$ cat src/hw/rtl/mtp_pkg.sv
// Shared constants, command and status types, and tempering for the MT19937 unit.
package mtp_pkg;

    localparam int unsigned MT_WORDS  = 624;
    localparam int unsigned MT_SHIFT  = 397;
    localparam int unsigned ADDR_W    = $clog2(MT_WORDS);

    localparam logic [31:0] MT_INIT_MULT = 32'd1812433253;
    localparam logic [31:0] MT_UPPER     = 32'h8000_0000;
    localparam logic [31:0] MT_LOWER     = 32'h7FFF_FFFF;
    localparam logic [31:0] MT_MATRIX    = 32'h9908_B0DF;
    localparam logic [31:0] MT_TEMPER_B  = 32'h9D2C_5680;
    localparam logic [31:0] MT_TEMPER_C  = 32'hEFC6_0000;

    localparam logic [ADDR_W-1:0] LAST_ADDR = ADDR_W'(MT_WORDS - 1);
    localparam logic [ADDR_W-1:0] WRAP_ADDR = ADDR_W'(MT_WORDS - MT_SHIFT);
    localparam logic [ADDR_W-1:0] FAR_STEP  = ADDR_W'(MT_SHIFT);

    localparam logic OP_SEED = 1'b0;
    localparam logic OP_DRAW = 1'b1;

    typedef struct packed {
        logic seed_load;
        logic seed_mul;
        logic seed_add;
        logic rd_pair;
        logic rd_far;
        logic twist;
    } mtp_cmd_t;

    typedef struct packed {
        logic seed_last;
        logic out_blocked;
    } mtp_sts_t;

    function automatic logic [31:0] temper(input logic [31:0] y_in);
        logic [31:0] y;
        y = y_in;
        y = y ^ (y >> 11);
        y = y ^ ((y << 7) & MT_TEMPER_B);
        y = y ^ ((y << 15) & MT_TEMPER_C);
        y = y ^ (y >> 18);
        return y;
    endfunction

endpackage

$ cat src/hw/rtl/mtp_ctrl.sv
// Sequencer for seeding and drawing in the MT19937 unit.
module mtp_ctrl
    import mtp_pkg::*;
(
    input  logic     clk,
    input  logic     rst_n,
    input  logic     in_valid,
    input  logic     opcode,
    output logic     in_stall,
    input  mtp_sts_t sts,
    output mtp_cmd_t cmd
);

    typedef enum logic [5:0] {
        ST_IDLE     = 6'b000001,
        ST_SEED_MUL = 6'b000010,
        ST_SEED_ADD = 6'b000100,
        ST_RD_FAR   = 6'b001000,
        ST_TWIST    = 6'b010000,
        ST_SPARE    = 6'b100000
    } state_t;

    state_t state_reg;
    state_t state_next;
    logic   accept;

    assign in_stall = (state_reg != ST_IDLE);
    assign accept   = in_valid && !in_stall;

    always_comb
    begin
        state_next = state_reg;
        cmd        = '0;
        case (state_reg)
            ST_IDLE:
            begin
                if (accept)
                begin
                    if (opcode == OP_SEED)
                    begin
                        cmd.seed_load = 1'b1;
                        state_next    = ST_SEED_MUL;
                    end
                    else
                    begin
                        cmd.rd_pair = 1'b1;
                        state_next  = ST_RD_FAR;
                    end
                end
            end
            ST_SEED_MUL:
            begin
                cmd.seed_mul = 1'b1;
                state_next   = ST_SEED_ADD;
            end
            ST_SEED_ADD:
            begin
                cmd.seed_add = 1'b1;
                state_next   = sts.seed_last ? ST_IDLE : ST_SEED_MUL;
            end
            ST_RD_FAR:
            begin
                cmd.rd_far = 1'b1;
                state_next = ST_TWIST;
            end
            ST_TWIST:
            begin
                if (!sts.out_blocked)
                begin
                    cmd.twist  = 1'b1;
                    state_next = ST_IDLE;
                end
            end
            default:
            begin
                state_next = ST_IDLE;
            end
        endcase
    end

    always_ff @(posedge clk or negedge rst_n)
    begin
        if (!rst_n)
        begin
            state_reg <= ST_IDLE;
        end
        else
        begin
            state_reg <= state_next;
        end
    end

endmodule

$ cat config.mk
export PLATFORM = sky130hd
export DESIGN_NAME = mtp_ctrl
export DESIGN_NICKNAME = d
export VERILOG_FILES = /design/src/hw/rtl/mtp_pkg.sv /design/src/hw/rtl/mtp_ctrl.sv
export SDC_FILE = /design/constraint.sdc
export NUM_CORES = 1
export LEC_CHECK = 0
export BUFFER_PORTS_ARGS = -buffer_cell sky130_fd_sc_hd__buf_2
export CAP_MARGIN = 5
export CORE_AREA = 2 2 39 41
export CTS_CLUSTER_SIZE = 24
export DETAILED_ROUTE_END_ITERATION = 6
export DIE_AREA = 0 0 41 43
export PLACE_DENSITY_LB_ADDON = 0.3
export SETUP_SLACK_MARGIN = 0.4
export SYNTH_ARGS = -nofsm -noshare
export SYNTH_HDL_FRONTEND = slang
export SYNTH_SLANG_ARGS = --single-unit
export TNS_END_PERCENT = 5
$ cat constraint.sdc
create_clock -name clk -period 2.15 [get_ports clk]
set_input_delay 0.3225 -clock clk [delete_from_list [all_inputs] [get_ports clk]]
set_output_delay 0.3225 -clock clk [all_outputs]
set_load 0.01 [all_outputs]
==> results.json, run 1 <==
{
  "clk_latency_ns": 0.24,
  "wl_met1_um": 306,
  "cts_buffers": 3,
  "period_share_pct": 81.3,
  "first_pass_iters": 2,
  "drt_first_iter_violations": 3,
  "core_area_um2": 1380,
  "largest_reg_flops": 5,
  "multiInputGateArea_um2": 194,
  "instances_no_fill": 64,
  "initial_core_util_pct": 22.5,
  "tritoncts": "built",
  "fmax_mhz": 572,
  "cts_sinks": 5,
  "grt_overflow": 0,
  "grtUsageTotal_pct": 9.18,
  "maxSlewViolCount": 0,
  "vias": 293,
  "hold_ws_ns": 0.338,
  "crit_path_top_delay_cell": "or4b_4",
  "crit_chain": "or4b_4 -> nor3_2 -> buf_2",
  "wl_met3_um": 53,
  "dp.cells": 58,
  "worstHoldPathType": "in2reg",
  "p_per_area_nw_per_um2": 1070,
  "max-slew-margin-rel_pct": 76.0,
  "avgSynthCellArea_um2": 9.74,
  "nFillCells": 157,
  "ff_latch_area_um2": 131,
  "cp.required_ns": 1.83,
  "ys_ff_latch": 5,
  "antennaDiodeCount": 0,
  "highest_layer": "met3",
  "grt_first_pass_wirelength_um": 1080,
  "finClkSkew_ns": 0.00295,
  "met2_length_um": 296,
  "cts_buffer_depth": 2,
  "power.leakage_nw": 0.218,
  "drv_cap": 0,
  "ys_types": 21,
  "worstMarginPinSlew_ns": 0.359,
  "max-vdd-ir-drop_mv": 0.486,
  "pin_count": 13,
  "gp_congestion": 0.719,
  "drc_errors": 0,
  "syn-num-nets": 38,
  "grt_max_degree": 10,
  "synthTopCellsByArea": "dfrtp_1 (32%), dfstp_2 (8.4%), nand2b_1 (6.0%)",
  "syn2layout_area_growth_pct": 45.4,
  "finalSetupViolations": 0,
  "io_buffer_count": 12,
  "final_common_cell": "buf_2",
  "wire_per_inst_um": 10.3,
  "antenna_left": 0,
  "die_h_um": 43,
  "fin_area_um2": 453,
  "htree_levels": 1,
  "critPathMaxStageDelay_ns": 0.52,
  "synth_top_area_share_pct": 32.1,
  "cp-start-kind": "register",
  "wl_um": 656,
  "routed_via_density": 4.58,
  "fp.dieW_um": 41,
  "cts.clk_slew.worst_paths_ns": 0.04,
  "path_max_fanout": 4,
  "cp-end-kind": "primary output",
  "ys_warn_count": 0,
  "yosys.area.top_type": "dfrtp_1",
  "antenna_found_initial": 0,
  "placedInstanceArea_um2": 377,
  "critical_path_class": "reg2out",
  "min_period_ns": 1.75,
  "grt_pass1_vias": 276,
  "synth_area_um2": 312,
  "hpwl_um": 473,
  "fin_nets": 55,
  "final_cell_mix": "buf_2 (12), nor2_1 (4), dfrtp_2 (4)",
  "outcome": "complete, no violations",
  "final_layout_size_suffix_gt1_share_pct": 58.3,
  "power.total_w": 0.000487,
  "rsz0062_at_grt": "yes",
  "cts_root_buf": "clkbuf_4",
  "placement_rows": 14,
  "timing.setup.tns_ns": 0,
  "netlist_instances": 32,
  "hold_violations": 0,
  "yosysSeqAreaShare_pct": 40.6,
  "die_area_um2": 1760,
  "cp.arrival_ns": 1.42
}
area by class of cell:
| cell class | count | area share (%) |
|---|---|---|
| Tap cell | 16 | 4.42 |
| Inverter | 1 | 0.829 |
| Sequential cell | 5 | 29.0 |
| Clock buffer | 4 | 5.80 |
| Multi-Input combinational cell | 24 | 42.8 |
| Timing Repair Buffer | 14 | 17.1 |
repair_timing:
| action | in CTS | in global routing |
|---|---|---|
| hold buffers | 1 | 0 |
| buffers inserted | 0 | 1 |
| endpoints found under the setup margin | 3 | 4 |
| hold endpoints to repair | 4 | 0 |
| resized for setup | 2 | 8 |
kinds of logic (layout without fill, tap and decap cells):
family,after synthesis,after routing,synth area share [%]
buffers and inverters,3,19,6.02
AOI/OAI and AO/OA,4,4,13.7
DFF,5,5,40.6
and+or+nand+nor,20,20,39.8
metal layers:
metal  GRT usage, %  up-vias
met5              0        -
met2           12.8       10
li1               -      148
met1           11.4      135
met3           6.28        0
met4           2.00        0
critical path, delay by kind of cell, from the launching register on:
| kind | cells | cell delay, ns |
|---|---|---|
| flip-flops | 1 | 0.43 |
| buffers and inverters | 1 | 0.14 |
| AND/OR/NAND/NOR | 2 | 0.62 |
cell usage after synthesis:
master     count
nand3b_1       1
inv_1          1
nor3_1         2
a2111oi_2      1
nor2b_1        1
dfrtp_1        4
nand2_1        1
a21bo_1        1
nor2_1         4
nor3b_1        1
dfstp_2        1
nand3_1        1
nor4_1         2
o32a_1         1
or3_4          1
nand2b_1       3
a211oi_1       1
buf_4          2
and3_1         1
nor3_2         1
or4b_1         1
report_power, final:
group	total, W	internal (W)	switching (W)
Sequential	0.000174	0.000128	0.0000459
Combinational	0.000205	0.000112	0.0000924
Clock	0.000108	0.0000702	0.0000381
worst paths after layout:
kind	end	depth (start not counted)	from	slack [ns]
max	cmd[0]	3	state_reg[1]	0.40
min	state_reg[3]	3	opcode	0.34
max reg2reg	state_reg[1]	3	state_reg[0]	0.80
min reg2reg	state_reg[4]	1	state_reg[1]	0.49
max in group asynchronous	state_reg[0]	2	rst_n	1.52
min in group asynchronous	state_reg[4]	2	rst_n	0.42
metrics by stage:
stage          utilization, %  setup slack, ns
6_report                 32.7            0.403
3_3_place_gp             27.2            0.562
2_1_floorplan               -            0.665
3_5_place_dp             27.2            0.566
5_1_grt                  32.7            0.336
4_1_cts                  30.4            0.369
Power figures use the tool's default switching activity.
==> inputs of run 2 (changes only) <==
--- a/config.mk
+++ b/config.mk
@@ -5,6 +5,7 @@
 export SDC_FILE = /design/constraint.sdc
 export NUM_CORES = 1
 export LEC_CHECK = 0
+export ABC_AREA = 1
 export BUFFER_PORTS_ARGS = -buffer_cell sky130_fd_sc_hd__buf_2
 export CAP_MARGIN = 5
 export CORE_AREA = 2 2 39 41
==> constraint.sdc (replaced) <==
create_clock -name clk -period 1.4 [get_ports clk]
set_input_delay 0.21 -clock clk [delete_from_list [all_inputs] [get_ports clk]]
set_output_delay 0.21 -clock clk [all_outputs]
set_load 0.01 [all_outputs]
==> results.json, run 2 <==
{
  "grt_first_pass_wirelength_um": 1250,
  "antenna_left": 0,
  "fin_nets": 78,
  "crit_chain": "nor2_4 -> nand2_2 -> nor2_4 -> inv_2 -> nor3_4 -> buf_2",
  "worstMarginPinSlew_ns": 0.159,
  "grt_max_degree": 6,
  "ys_ff_latch": 5,
  "die_area_um2": 1760,
  "grt_pass1_vias": 319,
  "largest_reg_flops": 5,
  "critical_path_class": "reg2out",
  "cts_buffer_depth": 2,
  "synth_area_um2": 355,
  "routed_via_density": 4.05,
  "htree_levels": 1,
  "drt_first_iter_violations": 1,
  "clk_latency_ns": 0.23,
  "final_cell_mix": "buf_2 (11), nand2_1 (8), buf_4 (6)",
  "min_period_ns": 1.48,
  "rsz0062_at_grt": "yes",
  "yosysMostFrequentCell": "nand2_1",
  "first_pass_iters": 2,
  "ys_async_sr_fraction_pct": 100,
  "path_max_fanout": 3,
  "tritoncts": "built",
  "final_common_cell": "buf_2",
  "place_ws_ns": 0.107,
  "cp.required_ns": 1.19,
  "cts_buffers": 3,
  "crit_path_top_delay_cell": "dfrtp_1",
  "worstHoldPathType": "in2reg",
  "fp.dieW_um": 41,
  "ys_types": 16,
  "violations": "setup timing",
  "grt_overflow": 0,
  "max-vdd-ir-drop_mv": 1.11,
  "cp.arrival_ns": 1.27,
  "gp_congestion": 0.712,
  "cp-end-kind": "primary output",
  "vias": 352,
  "cts_root_buf": "clkbuf_4",
  "die_h_um": 43,
  "io_buffer_count": 12,
  "instances_no_fill": 87,
  "cpMostUsedCell": "nor2_4",
  "cts_sinks": 5,
  "power.leakage_nw": 0.284,
  "hold_violations": 0,
  "netlist_instances": 49,
  "initial_core_util_pct": 25.7,
  "finalSetupViolations": 4,
  "cts.clk_slew.worst_paths_ns": 0.04,
  "final_util_pct": 39.2,
  "avgSynthCellArea_um2": 7.25,
  "synth_top_area_share_pct": 28.2,
  "critical-path-top-delay-family": "simple AND/OR/NAND/NOR gates",
  "critPathMaxStageDelay_ns": 0.40,
  "grtUsageTotal_pct": 10.7,
  "synth_top_cells_by_count": "nand2_1 (11), nor2_1 (6), inv_1 (5), inv_2 (5), dfrtp_1 (4)",
  "max-slew-margin-rel_pct": 89.4,
  "synthTopCellsByArea": "dfrtp_1 (28%), nand2_1 (12%), nor2_4 (9.5%)",
  "p_per_area_nw_per_um2": 2200,
  "period_share_pct": 106,
  "syn2layout_area_growth_pct": 52.8,
  "syn-num-nets": 55,
  "cp-start-kind": "register",
  "drv_cap": 0,
  "finClkSkew_ns": 0.00203,
  "placement_rows": 14,
  "yosys.area.top_type": "dfrtp_1",
  "fmax_mhz": 674,
  "antennaDiodeCount": 0,
  "pin_count": 13,
  "ys.flop_type": "dfrtp_1",
  "hpwl_um": 579,
  "antenna_found_initial": 0,
  "wl_um": 738,
  "fin_ws_ns": -0.0836,
  "maxSlewViolCount": 0,
  "core_area_um2": 1380,
  "power.total_w": 0.00120,
  "ys_warn_count": 0,
  "synth_edf_count": 0,
  "yosysSeqAreaShare_pct": 35.6,
  "drc_errors": 0,
  "final_layout_size_suffix_gt1_share_pct": 59.2,
  "dp.cells": 76,
  "crit_buf_inv": 2,
  "wire_per_inst_um": 8.48,
  "outcome": "complete, but fails checks"
}
==> run 2: cell count changes after synthesis, sizes merged, moves of 2 or more <==
cell / delta
nor4: -2
nand2: +12
inv: +9
nand2b: -3
nor2: +7
==> run 2: cell families (layout without fill, tap and decap cells) <==
kind of cell	Yosys count	after routing	synth area share, %
AND/OR/NAND/NOR	30	30	46.8
buffers and inverters	12	34	14.8
flip-flops	5	5	35.6
AO/OA/AOI/OAI	2	2	2.81
==> run 2: final timing paths <==
path | from | cells past startpoint | end | slack, ns
setup / recovery | state_reg[3] | 6 | cmd[2] | -0.08
hold / removal | in_valid | 4 | state_reg[0] | 0.25
setup reg to reg | state_reg[3] | 10 | state_reg[0] | 0.13
hold reg to reg | state_reg[4] | 3 | state_reg[2] | 0.62
max in group asynchronous | rst_n | 2 | state_reg[0] | 0.87
min in group asynchronous | rst_n | 2 | state_reg[1] | 0.32
==> run 2: power by group <==
group / leakage (nW) / internal, W / total [W] / switching (W)
Sequential: 0.0650 / 0.000209 / 0.000262 / 0.0000527
Clock: 0.0150 / 0.000107 / 0.000159 / 0.0000522
Combinational: 0.204 / 0.000362 / 0.000776 / 0.000414
==> run 2: per-stage QoR <==
step	area (µm²)	hold slack (ns)	TNS [ns]
6_report	543	0.253	-0.178
4_1_cts	519	0.239	-0.160
3_3_place_gp	437	0.0263	0
3_5_place_dp	437	0.0281	0
2_1_floorplan	364	-0.0856	0
5_1_grt	543	0.257	-0.647
==> run 2: worst register-to-register path, cell delays in order (launching register included) <==
cell and delay (ns):
dfrtp_1 0.40, nor2_4 0.13, nand2_2 0.07, nor2_4 0.14
buf_4 0.12, buf_4 0.10, nand2_2 0.05, nand2_2 0.06
inv_1 0.04, nand2_1 0.05, nand2_1 0.04
==> run 2: per-layer routing <==
layer / vias up / GRT usage [%] / routed length [µm] / part of all wire, %
li1: 189 / - / - / -
met1: 155 / 12.1 / 307 / 42
met2: 8 / 15.9 / 378 / 51
met3: 0 / 6.28 / 52 / 7.0
met4: 0 / 4.00 / 0 / 0
met5: - / 0 / 0 / 0
==> run 2: what timing repair did <==
action / CTS / global route
buffers inserted: 4 / 2
hold buffers: 1 / 0
gates cloned: 0 / 0
pin swaps: 3 / 3
endpoints found under the setup margin: 10 / 11
hold endpoints to repair: 5 / 0
resized for setup: 4 / 3
==> run 2: cell type report <==
cell class                      instances  area, µm²
Clock buffer                            4       26.3
Multi-Input combinational cell         32        200
Inverter                               10       37.5
Tap cell                               16       20.0
Fill cell                             157        841
Sequential cell                         5        126
Timing Repair Buffer                   20        133
==> inputs of run 3 (changes only) <==
--- a/config.mk
+++ b/config.mk
@@ -9,6 +9,7 @@
 export BUFFER_PORTS_ARGS = -buffer_cell sky130_fd_sc_hd__buf_2
 export CAP_MARGIN = 5
 export CORE_AREA = 2 2 39 41
+export CTS_CLUSTER_DIAMETER = 120
 export CTS_CLUSTER_SIZE = 24
 export DETAILED_ROUTE_END_ITERATION = 6
 export DIE_AREA = 0 0 41 43
@@ -17,4 +18,4 @@
 export SYNTH_ARGS = -nofsm -noshare
 export SYNTH_HDL_FRONTEND = slang
 export SYNTH_SLANG_ARGS = --single-unit
-export TNS_END_PERCENT = 5
+export TNS_END_PERCENT = 30
==> constraint.sdc (replaced) <==
create_clock -name clk -period 1.4 [get_ports clk]
set_input_delay 0.21 -clock clk [delete_from_list [all_inputs] [get_ports clk]]
set_output_delay 0.21 -clock clk [all_outputs]
set_load 0.005 [all_outputs]
==> results.json, run 3 (synthesized netlist as in run 2, its figures left out) <==
{
  "maxSlewViolCount": 0,
  "cts_buffers": 3,
  "final_util_pct": 39.6,
  "power.leakage_nw": 0.301,
  "critical_path_class": "reg2out",
  "worstMarginPinSlew_ns": 0.158,
  "cp-start-kind": "register",
  "cts_sinks": 5,
  "routed_via_density": 4.07,
  "p_per_area_nw_per_um2": 2240,
  "crit_buf_inv": 1,
  "grt_overflow": 0,
  "hold_depth": 3,
  "initial_core_util_pct": 25.7,
  "grt_first_pass_wirelength_um": 1390,
  "path_max_fanout": 4,
  "max-slew-margin-rel_pct": 89.5,
  "fin_ws_ns": -0.0738,
  "finalSetupViolations": 5,
  "worst_r2r_endpoint": "state_reg[0]",
  "crit_chain": "nand2_2 -> nor2_4 -> nand2_1 -> nor2_1 -> buf_2",
  "drc_errors": 0,
  "final_cell_mix": "buf_2 (12), nand2_1 (10), buf_4 (10)",
  "cts.clk_slew.worst_paths_ns": 0.04,
  "placedInstanceArea_um2": 420,
  "cts_root_buf": "clkbuf_4",
  "fin_area_um2": 548,
  "instances_no_fill": 91,
  "pin_count": 13,
  "antenna_left": 0,
  "finClkSkew_ns": 0.00934,
  "die_area_um2": 1760,
  "hold_ws_ns": 0.219,
  "outcome": "complete, but fails checks",
  "r2r-start": "state_reg[1]",
  "gp_congestion": 0.673,
  "worstHoldPathType": "in2reg",
  "hpwl_um": 582,
  "power.total_w": 0.00123,
  "grtUsageTotal_pct": 12.7,
  "worst-r2r-cell-count": 12,
  "placement_rows": 14,
  "fmax_mhz": 679,
  "critPathMaxStageDelay_ns": 0.54,
  "rsz0062_at_grt": "yes",
  "drt_first_iter_violations": 5,
  "hold_violations": 0,
  "antenna_found_initial": 0,
  "antennaDiodeCount": 0,
  "max-vdd-ir-drop_mv": 0.870,
  "core_area_um2": 1380,
  "die_h_um": 43,
  "crit_path_top_delay_cell": "dfstp_2",
  "period_share_pct": 105,
  "grt_max_degree": 6,
  "drv_cap": 0,
  "wl_um": 840,
  "whs_endpoint": "state_reg[3]",
  "grt_pass1_vias": 358,
  "cp.arrival_ns": 1.26,
  "cp.required_ns": 1.19,
  "htree_levels": 1,
  "dp.cells": 75,
  "tritoncts": "built",
  "fin_nets": 82,
  "regToRegSetupSlack_ns": -0.03,
  "clk_latency_ns": 0.25,
  "largest_reg_flops": 5,
  "first_pass_iters": 3,
  "vias": 370,
  "worstHoldStart": "opcode",
  "syn2layout_area_growth_pct": 54.2,
  "io_buffer_count": 12,
  "final_layout_size_suffix_gt1_share_pct": 57.3,
  "cp-end-kind": "primary output",
  "wire_per_inst_um": 9.23,
  "min_period_ns": 1.47,
  "critical-path-top-delay-family": "flip-flops",
  "cts_buffer_depth": 2,
  "violations": "setup timing",
  "final_common_cell": "buf_2",
  "fp.dieW_um": 41
}
run 3: changes by cell type in the layout (fill, tap and decap cells not counted), sizes merged:
cell  previous run  this run
buf             19        23
run 3: metal layers:
metal  vias up  GRT usage [%]  wire, µm
met5         -              0         0
met4         0           8.00        19
met3         2           6.28        54
met2        13           19.1       425
met1       155           13.4       341
li1        200              -         -
run 3: worst min-delay path: stages:
cell    delay, ns
buf_2        0.10
inv_2        0.07
nor3_2       0.05
run 3: cell type report:
| class | instances | area, µm² |
|---|---|---|
| sequential | 5 | 126 |
| clock buffer | 4 | 26.3 |
| inverter | 10 | 37.5 |
| timing repair buffer | 24 | 156 |
| tap | 16 | 20.0 |
| multi-input combinational | 32 | 181 |
| fill | 143 | 836 |
run 3: per-stage QoR:
stage | setup WS [ns] | TNS (ns)
global route | -0.174 | -0.868
finish | -0.0738 | -0.257
floorplan | 0.261 | 0
CTS | -0.0718 | -0.258
global placement | 0.122 | 0
detailed placement | 0.123 | 0
run 3: worst max path at each step:
stage	start	end	cells past startpoint
2_1_floorplan	state_reg[0]	cmd[2]	4
5_1_grt	state_reg[2]	cmd[2]	6
3_5_place_dp	state_reg[2]	cmd[2]	6
6_report	state_reg[0]	cmd[5]	5
3_3_place_gp	state_reg[2]	cmd[2]	6
4_1_cts	state_reg[0]	cmd[2]	5
run 3: repair_timing:
action	4_1_cts	5_1_grt
endpoints found under the setup margin	10	11
hold endpoints to repair	5	0
pin swaps	4	3
buffers inserted	8	3
gates resized for setup	1	2
hold buffers	1	0
run 3: power by group:
group | switching [W] | leakage [nW] | internal (W) | total [W]
Sequential | 0.0000570 | 0.0650 | 0.000209 | 0.000266
Clock | 0.0000676 | 0.0150 | 0.000108 | 0.000176
Combinational | 0.000383 | 0.222 | 0.000405 | 0.000788
Total | 0.000507 | 0.301 | 0.000722 | 0.00123
